### src/sv/tblf_pkg.sv
// Shared types, constants and helpers of the trigger band and line filter.
`default_nettype none
package tblf_pkg;

    localparam int MAX_LINES_DEF = 16;

    // Field widths of the items and registers.
    localparam int FREQ_W     = 32;
    localparam int STAT_W     = 32;
    localparam int HW_W       = 30;
    localparam int GAIN_W     = 32;
    localparam int LCNT_W     = 5;
    localparam int EIDX_W     = 4;
    localparam int S_TDATA_W  = 168;
    localparam int M_TDATA_W  = 8;
    localparam int CFG_IDX_W  = 2;
    localparam int CFG_DATA_W = 32;
    localparam int KEPT_W     = 32;

    // Arithmetic unit width: covers a frequency plus the shifted product.
    localparam int ALU_W      = 40;
    localparam int PROD_W     = FREQ_W + GAIN_W;
    localparam int GAIN_SHIFT = 28;
    localparam int SHIFT_W    = PROD_W - GAIN_SHIFT;

    localparam logic signed [ALU_W-1:0] HALF_PI_Q28 = 40'sd421657428;
    localparam logic signed [ALU_W-1:0] PI_Q28      = 40'sd843314857;

    // Register indexes of the configuration port.
    localparam logic [CFG_IDX_W-1:0] REG_STAT_THR   = 2'd0;
    localparam logic [CFG_IDX_W-1:0] REG_HALF_WIDTH = 2'd1;
    localparam logic [CFG_IDX_W-1:0] REG_SHIFT_GAIN = 2'd2;
    localparam logic [CFG_IDX_W-1:0] REG_LINE_COUNT = 2'd3;

    typedef enum logic [2:0] {
        ST_KEPT        = 3'd0,
        ST_LOW_STAT    = 3'd1,
        ST_OUT_OF_BAND = 3'd2,
        ST_IN_LINE     = 3'd3,
        ST_SHIFTED_OUT = 3'd4,
        ST_TABLE_WR    = 3'd5
    } status_t;

    typedef struct packed {
        logic signed [FREQ_W-1:0] hi;
        logic signed [FREQ_W-1:0] lo;
    } line_entry_t;

    typedef struct packed {
        logic                    sub;
        logic signed [ALU_W-1:0] a;
        logic signed [ALU_W-1:0] b;
    } alu_req_t;

    typedef struct packed {
        logic signed [ALU_W-1:0] sum;
        logic                    neg;
        logic                    zero;
    } alu_rsp_t;

    function automatic logic signed [ALU_W-1:0] sext32(input logic [31:0] v);
        return {{(ALU_W-32){v[31]}}, v};
    endfunction

    function automatic logic signed [ALU_W-1:0] zext32(input logic [31:0] v);
        return {{(ALU_W-32){1'b0}}, v};
    endfunction

endpackage
`default_nettype wire

### src/sv/tblf_alu.sv
// Shared add/subtract unit with sign and zero flags.
`default_nettype none
module tblf_alu (
    input  tblf_pkg::alu_req_t req,
    output tblf_pkg::alu_rsp_t rsp
);
    import tblf_pkg::*;

    logic signed [ALU_W-1:0] sum;

    assign sum      = req.sub ? (req.a - req.b) : (req.a + req.b);
    assign rsp.sum  = sum;
    assign rsp.neg  = sum[ALU_W-1];
    assign rsp.zero = (sum == '0);

endmodule
`default_nettype wire

### src/sv/tblf_line_mem.sv
// Line interval table: one write port, one registered read port.
`default_nettype none
module tblf_line_mem #(
    parameter int DEPTH  = tblf_pkg::MAX_LINES_DEF,
    parameter int ADDR_W = 4
) (
    input  wire                    aclk,
    input  wire                    wr_en,
    input  wire [ADDR_W-1:0]       wr_addr,
    input  tblf_pkg::line_entry_t  wr_data,
    input  wire [ADDR_W-1:0]       rd_addr,
    output tblf_pkg::line_entry_t  rd_data
);
    import tblf_pkg::*;

    line_entry_t mem [DEPTH];
    line_entry_t rd_data_reg;

    always_ff @(posedge aclk) begin
        if (wr_en) begin
            mem[wr_addr] <= wr_data;
        end
        rd_data_reg <= mem[rd_addr];
    end

    assign rd_data = rd_data_reg;

endmodule
`default_nettype wire

### src/sv/trigger_band_line_filter.sv
// Trigger qualifier: threshold, band, line veto and spindown shift checks in sequence.
// A table item (s_tuser high) writes its line entry and goes straight to the result;
// a trigger passes the statistic test, the low and high band bounds, the line scan
// (up to two compares per entry) and the shift test, and stops at the first reject.
// One item at a time; s_tready is high only when the sequencer is idle.
// aresetn (sync, active low) clears config, kept count and handshake; table is unset.
`default_nettype none
module trigger_band_line_filter #(
    parameter int MAX_LINES = tblf_pkg::MAX_LINES_DEF
) (
    input  wire                                aclk,
    input  wire                                aresetn,
    // s_tdata, low bit up: freq[32], stat_value[32], spindown[32], entry_index[4],
    // entry_low[32], entry_high[32], zero pad[4]
    input  wire                                s_tvalid,
    output logic                               s_tready,
    input  wire [tblf_pkg::S_TDATA_W-1:0]      s_tdata,
    // s_tuser: func[1]
    input  wire                                s_tuser,
    // m_tdata, low bit up: status[3], zero pad[5]
    output logic                               m_tvalid,
    input  wire                                m_tready,
    output logic [tblf_pkg::M_TDATA_W-1:0]     m_tdata,
    input  wire                                cfg_wr_en,
    input  wire [tblf_pkg::CFG_IDX_W-1:0]      cfg_index,
    input  wire [tblf_pkg::CFG_DATA_W-1:0]     cfg_wdata
);
    import tblf_pkg::*;

    localparam int IDX_W = (MAX_LINES > 1) ? $clog2(MAX_LINES) : 1;
    localparam int CNT_W = $clog2(MAX_LINES + 1);

    typedef enum logic [3:0] {
        S_IDLE,
        S_STAT,
        S_BLO_CALC,
        S_BLO,
        S_BHI_CALC,
        S_BHI,
        S_LINE_LO,
        S_LINE_HI,
        S_SHIFT,
        S_CHECK,
        S_FINISH
    } state_t;

    // Input item fields.
    logic                     in_func;
    logic [FREQ_W-1:0]        in_freq;
    logic [STAT_W-1:0]        in_stat;
    logic [GAIN_W-1:0]        in_spin;
    logic [EIDX_W-1:0]        in_eidx;
    line_entry_t              in_entry;

    assign in_func     = s_tuser;
    assign in_freq     = s_tdata[31:0];
    assign in_stat     = s_tdata[63:32];
    assign in_spin     = s_tdata[95:64];
    assign in_eidx     = s_tdata[99:96];
    assign in_entry.lo = s_tdata[131:100];
    assign in_entry.hi = s_tdata[163:132];

    // Configuration registers.
    logic [STAT_W-1:0]        stat_thr_reg;
    logic [HW_W-1:0]          half_width_reg;
    logic signed [GAIN_W-1:0] shift_gain_reg;
    logic [LCNT_W-1:0]        line_count_reg;

    always_ff @(posedge aclk) begin
        if (!aresetn) begin
            stat_thr_reg   <= '0;
            half_width_reg <= '0;
            shift_gain_reg <= '0;
            line_count_reg <= '0;
        end else if (cfg_wr_en) begin
            unique case (cfg_index)
                REG_STAT_THR:   stat_thr_reg   <= cfg_wdata;
                REG_HALF_WIDTH: half_width_reg <= cfg_wdata[HW_W-1:0];
                REG_SHIFT_GAIN: shift_gain_reg <= cfg_wdata;
                REG_LINE_COUNT: line_count_reg <= cfg_wdata[LCNT_W-1:0];
                default: ;
            endcase
        end
    end

    // Sequencer registers.
    state_t                   state_reg, state_next;
    logic [FREQ_W-1:0]        freq_reg, freq_next;
    logic [STAT_W-1:0]        stat_reg, stat_next;
    logic signed [GAIN_W-1:0] spin_reg, spin_next;
    logic signed [PROD_W-1:0] prod_reg, prod_next;
    logic signed [ALU_W-1:0]  acc_reg, acc_next;
    logic [CNT_W-1:0]         idx_reg, idx_next;
    logic [CNT_W-1:0]         limit_reg, limit_next;
    status_t                  result_reg, result_next;
    status_t                  m_status_reg, m_status_next;
    logic                     m_tvalid_reg, m_tvalid_next;
    logic [KEPT_W-1:0]        kept_reg, kept_next;

    logic                     in_accept;
    logic                     mem_wr_en;
    line_entry_t              line_rd;
    logic [CNT_W-1:0]         idx_plus;
    logic signed [ALU_W-1:0]  shift_ext;
    alu_req_t                 alu_req;
    alu_rsp_t                 alu_rsp;

    assign s_tready  = (state_reg == S_IDLE);
    assign in_accept = s_tvalid && s_tready;
    assign mem_wr_en = in_accept && in_func && (32'(in_eidx) < MAX_LINES);
    assign idx_plus  = idx_reg + CNT_W'(1);
    assign shift_ext = {{(ALU_W-SHIFT_W){prod_reg[PROD_W-1]}}, prod_reg[PROD_W-1:GAIN_SHIFT]};

    tblf_alu u_alu (
        .req (alu_req),
        .rsp (alu_rsp)
    );

    tblf_line_mem #(
        .DEPTH  (MAX_LINES),
        .ADDR_W (IDX_W)
    ) u_line_mem (
        .aclk    (aclk),
        .wr_en   (mem_wr_en),
        .wr_addr (IDX_W'(in_eidx)),
        .wr_data (in_entry),
        .rd_addr (idx_next[IDX_W-1:0]),
        .rd_data (line_rd)
    );

    // Operand selection for the shared unit.
    always_comb begin
        alu_req.sub = 1'b1;
        alu_req.a   = sext32(freq_reg);
        alu_req.b   = acc_reg;
        unique case (state_reg)
            S_STAT: begin
                alu_req.a = zext32(stat_reg);
                alu_req.b = zext32(stat_thr_reg);
            end
            S_BLO_CALC: begin
                alu_req.a = HALF_PI_Q28;
                alu_req.b = ALU_W'(half_width_reg);
            end
            S_BHI_CALC: begin
                alu_req.sub = 1'b0;
                alu_req.a   = HALF_PI_Q28;
                alu_req.b   = ALU_W'(half_width_reg);
            end
            S_LINE_LO: begin
                alu_req.b = sext32(line_rd.lo);
            end
            S_LINE_HI: begin
                alu_req.a = sext32(line_rd.hi);
                alu_req.b = sext32(freq_reg);
            end
            S_SHIFT: begin
                alu_req.sub = 1'b0;
                alu_req.b   = shift_ext;
            end
            S_CHECK: begin
                alu_req.a = acc_reg;
                alu_req.b = PI_Q28;
            end
            default: ;
        endcase
    end

    always_comb begin
        state_next    = state_reg;
        freq_next     = freq_reg;
        stat_next     = stat_reg;
        spin_next     = spin_reg;
        prod_next     = prod_reg;
        acc_next      = acc_reg;
        idx_next      = '0;
        limit_next    = limit_reg;
        result_next   = result_reg;
        m_status_next = m_status_reg;
        m_tvalid_next = m_tvalid_reg && !m_tready;
        kept_next     = kept_reg;

        unique case (state_reg)
            S_IDLE: begin
                if (in_accept) begin
                    if (in_func) begin
                        result_next = ST_TABLE_WR;
                        state_next  = S_FINISH;
                    end else begin
                        freq_next  = in_freq;
                        stat_next  = in_stat;
                        spin_next  = in_spin;
                        limit_next = (32'(line_count_reg) > MAX_LINES) ?
                                     CNT_W'(MAX_LINES) : CNT_W'(line_count_reg);
                        state_next = S_STAT;
                    end
                end
            end
            S_STAT: begin
                prod_next = spin_reg * shift_gain_reg;
                if (alu_rsp.neg) begin
                    result_next = ST_LOW_STAT;
                    state_next  = S_FINISH;
                end else begin
                    state_next = S_BLO_CALC;
                end
            end
            S_BLO_CALC: begin
                acc_next   = alu_rsp.sum;
                state_next = S_BLO;
            end
            S_BLO: begin
                if (alu_rsp.neg || alu_rsp.zero) begin
                    result_next = ST_OUT_OF_BAND;
                    state_next  = S_FINISH;
                end else begin
                    state_next = S_BHI_CALC;
                end
            end
            S_BHI_CALC: begin
                acc_next   = alu_rsp.sum;
                state_next = S_BHI;
            end
            S_BHI: begin
                if (!alu_rsp.neg) begin
                    result_next = ST_OUT_OF_BAND;
                    state_next  = S_FINISH;
                end else if (limit_reg == '0) begin
                    state_next = S_SHIFT;
                end else begin
                    state_next = S_LINE_LO;
                end
            end
            S_LINE_LO: begin
                if (alu_rsp.neg) begin
                    // below the interval start: advance to the next entry
                    if (idx_plus == limit_reg) begin
                        state_next = S_SHIFT;
                    end else begin
                        idx_next = idx_plus;
                    end
                end else begin
                    idx_next   = idx_reg;
                    state_next = S_LINE_HI;
                end
            end
            S_LINE_HI: begin
                if (alu_rsp.neg) begin
                    if (idx_plus == limit_reg) begin
                        state_next = S_SHIFT;
                    end else begin
                        idx_next   = idx_plus;
                        state_next = S_LINE_LO;
                    end
                end else begin
                    result_next = ST_IN_LINE;
                    state_next  = S_FINISH;
                end
            end
            S_SHIFT: begin
                acc_next   = alu_rsp.sum;
                state_next = S_CHECK;
            end
            S_CHECK: begin
                state_next = S_FINISH;
                if (acc_reg[ALU_W-1] || (!alu_rsp.neg && !alu_rsp.zero)) begin
                    result_next = ST_SHIFTED_OUT;
                end else begin
                    result_next = ST_KEPT;
                    kept_next   = kept_reg + KEPT_W'(1);
                end
            end
            S_FINISH: begin
                // hold until the output register is free
                if (!m_tvalid_reg || m_tready) begin
                    m_status_next = result_reg;
                    m_tvalid_next = 1'b1;
                    state_next    = S_IDLE;
                end
            end
            default: state_next = S_IDLE;
        endcase
    end

    always_ff @(posedge aclk) begin
        if (!aresetn) begin
            state_reg    <= S_IDLE;
            m_tvalid_reg <= 1'b0;
            kept_reg     <= '0;
            idx_reg      <= '0;
        end else begin
            state_reg    <= state_next;
            m_tvalid_reg <= m_tvalid_next;
            kept_reg     <= kept_next;
            idx_reg      <= idx_next;
        end
        freq_reg     <= freq_next;
        stat_reg     <= stat_next;
        spin_reg     <= spin_next;
        prod_reg     <= prod_next;
        acc_reg      <= acc_next;
        limit_reg    <= limit_next;
        result_reg   <= result_next;
        m_status_reg <= m_status_next;
    end

    assign m_tvalid = m_tvalid_reg;
    assign m_tdata  = {{(M_TDATA_W-3){1'b0}}, m_status_reg};

endmodule
`default_nettype wire

### config.mk
export PLATFORM = sky130hd
export DESIGN_NAME = trigger_band_line_filter
export DESIGN_NICKNAME = d
export VERILOG_FILES = /design/src/sv/tblf_pkg.sv /design/src/sv/tblf_alu.sv /design/src/sv/tblf_line_mem.sv /design/src/sv/trigger_band_line_filter.sv
export SDC_FILE = /design/constraint.sdc
export NUM_CORES = 2
export LEC_CHECK = 0
export ABC_AREA = 1
export BUFFER_PORTS_ARGS = -buffer_cell sky130_fd_sc_hd__buf_2
export CAP_MARGIN = 20
export CORE_UTILIZATION = 45
export CTS_CLUSTER_DIAMETER = 100
export DETAILED_ROUTE_END_ITERATION = 10
export GPL_ROUTABILITY_DRIVEN = 0
export SLEW_MARGIN = 20
export SYNTH_ARGS = -nofsm -noshare
export SYNTH_HDL_FRONTEND = slang
export SYNTH_HIERARCHICAL = 1
export SYNTH_SLANG_ARGS = --single-unit
### constraint.sdc
create_clock -name aclk -period 6.6 [get_ports aclk]
set_input_delay 1.32 -clock aclk [delete_from_list [all_inputs] [get_ports aclk]]
set_output_delay 1.32 -clock aclk [all_outputs]
set_load 0.05 [all_outputs]
==> out/results.tsv <==
metric	value	unit
status	finished with violations	
violations	negative setup slack	
synth_top_family_by_area	adder cells	
synth_seq_cells	1380	
synth_area	99700	um^2
required	7.13	ns
vias	77100	
slew_viol_final	0	
antenna_found_initial	37	
start_util	45.3	%
synthMuxAreaShare	0	%
finalHoldViolations	0	
power_density	555	nW/um^2
worstPathArrival	7.53	ns
die_y	473	um
setup_ws	-0.405	ns
p_leak	57.6	nW
cts-root-buf	clkbuf_16	
path_class	flop to flop	
grt_max_degree	64	
hp-class	flop to flop	
pre_cts_ws	-0.591	ns
core	220000	um^2
cts_buffers	153	
drt_drc_violations_left	0	
fp.dieW	473	um
vdd_drop_max	1100	uV
fmax	143	MHz
yosys.area_share.simple	19.6	%
clock_latency	0.83	ns
detailed_place_hpwl	216000	um
netlist.area_leader.share	36.4	%
end_kind	flop	
crit_fanout	12	
cp-start-kind	flop	
synth_xor_area_share	0.492	%
drv_cap	0	
slew_headroom	25.7	%
synth_commonest_cells	nand2_1, inv_1, edfxtp_1, fa_1, nand3_1	
clockBufferDepth	3	
clk_pin_slew_worst_paths	0.06	ns
grt_util_all_layers	27.2	%
wl_per_cell	20.5	um
io_pins	218	
synthToLayoutAreaGrowth	19.3	%
yosysSeqAreaShare	39.8	%
htree_num_levels	4	
holdWs	0.425	ns
synth_adder_area_share	24.5	%
synth_area_leaders	edfxtp_1, fa_1, nand2_1	
synth_compound_area_share	2.87	%
vias_per_cell	5.17	
portBuffers	208	
synth_top_area_cell	edfxtp_1	
clock_sinks	1380	
first_global_vias	76800	
dpl.cell_count	14500	
synth-edff-count	1207	
synth.most_common_cell	nand2_1	
synthCells	11200	
wirelength	307000	um
layout.nets	13300	
yosysWarnings	6	
dr.pass1.iters	6	
rsz0062_at_grt	true	
ys.flop_type	edfxtp_1	
grt-ovfl-total	0	
yosysUniqueCellTypes	55	
first_iter_violations	7100	
period_share	106	%
num_rows	172	
largest_reg_flops	1024	
cts_tree	built	
finalSetupViolations	34	
dpl-instance-area	109000	um^2
clock_skew	0.0673	ns
ctsHoldBuffers	0	
drtAntennaViolNets	0	
stdcell_area	119000	um^2
die_area	223000	um^2
stdcell_count	14900	
grt_pass1_wl	459000	um
power.total	66.0	mW
tightest_slew	1.11	ns
synthArstFlopShare	0	%
drive_above_1_share	15.5	%
min_period	7.00	ns
avgSynthCellArea	8.88	um^2
## where the power goes
group	internal, mW	leakage, nW	switching, mW
combinational	18.1	42.8	27.8
sequential	11.0	12.3	0.422
clock	4.87	2.47	3.79
## worst paths after layout
| kind | startpoint | end | slack, ns | depth (start not counted) |
|---|---|---|---|---|
| setup / recovery | spin_reg[31] | prod_reg[50] | -0.40 | 26 |
| hold / removal | result_reg[1] | m_status_reg[1] | 0.42 | 0 |
| setup reg to reg | spin_reg[31] | prod_reg[50] | -0.40 | 26 |
| hold reg to reg | result_reg[1] | m_status_reg[1] | 0.42 | 0 |
## area by class of cell
type                            instances  area, um^2
Antenna cell                           11        27.5
Clock buffer                          191        4100
Clock inverter                         86        1020
Fill cell                           19400      101000
Inverter                             2685       10200
Multi-Input combinational cell       6652       50200
Sequential cell                      1380       39700
Tap cell                             2958        3700
Timing Repair Buffer                  958        9930
Timing Repair inverter                  2        25.0
## layout by cell type (no fill, tap or decap), types with 37 or more instances in the layout
master,Yosys,layout
ha_4,0,49
ha_1,221,169
fa_1,1082,1019
dfxtp_1,173,163
buf_4,25,489
nand4_1,41,41
o21ai_0,183,141
nand2_2,28,125
inv_2,11,75
nand3_1,904,890
inv_1,2672,2595
nand2_4,0,40
buf_12,0,163
nor2_4,0,66
a21oi_1,213,150
nor2_2,19,64
edfxtp_1,1207,1207
fa_2,0,63
nor2_1,443,332
nand2_1,3272,3131
clkbuf_16,0,177
a21oi_2,3,51
buf_2,143,208
buf_6,46,37
## worst max-delay path, cell delays in order (launching register included)
cell and delay [ns]:
edfxtp_1 0.42, buf_12 0.18, nand2_1 0.08, inv_2 0.04, fa_1 0.52, fa_1 0.54, fa_2 0.51, fa_2 0.66
clkinvlp_4 0.15, buf_4 0.16, fa_1 0.52, inv_1 0.05, fa_1 0.47, inv_1 0.05, fa_1 0.48, inv_1 0.05
fa_1 0.58, ha_4 0.24, a21oi_2 0.17, o21ai_2 0.09, inv_1 0.06, nand2_1 0.10, o21bai_1 0.20, a21oi_2 0.18
nand2_1 0.08, nand2_1 0.06, nand2_1 0.08
## per-stage QoR
| stage | setup TNS, ns | utilization [%] |
|---|---|---|
| 2_1_floorplan | -4.96 | - |
| 3_3_place_gp | -13.40 | 49.6 |
| 3_5_place_dp | -18.61 | 49.6 |
| 4_1_cts | -8.29 | 53.1 |
| 5_1_grt | -17.10 | 54.0 |
| 6_report | -7.51 | 54.0 |
## logic make-up (layout without fill, tap and decap cells)
family / Yosys count / after routing
adder cells (fa/ha/maj): 1303 / 1303
other: 1 / 16
flip-flops: 1380 / 1380
AND/OR/NAND/NOR: 4785 / 4785
XOR/XNOR: 56 / 56
AO/OA/AOI/OAI: 503 / 503
buffers and inverters: 3192 / 3922
## metal layers
metal / GRT usage, % / part of all wire, % / up-vias
li1: - / - / 35100
met1: 35.8 / 40 / 38200
met2: 44.2 / 47 / 3184
met3: 4.94 / 8.6 / 630
met4: 10.9 / 4.5 / 24
met5: 0 / 0.047 / -
## what timing repair did
item,CTS,global route
pin swaps,186,119
gates cloned,13,21
buffers inserted,43,51
gates resized for setup,498,303
endpoints found under the setup margin,100,106
(Power assumes the default switching activity.)
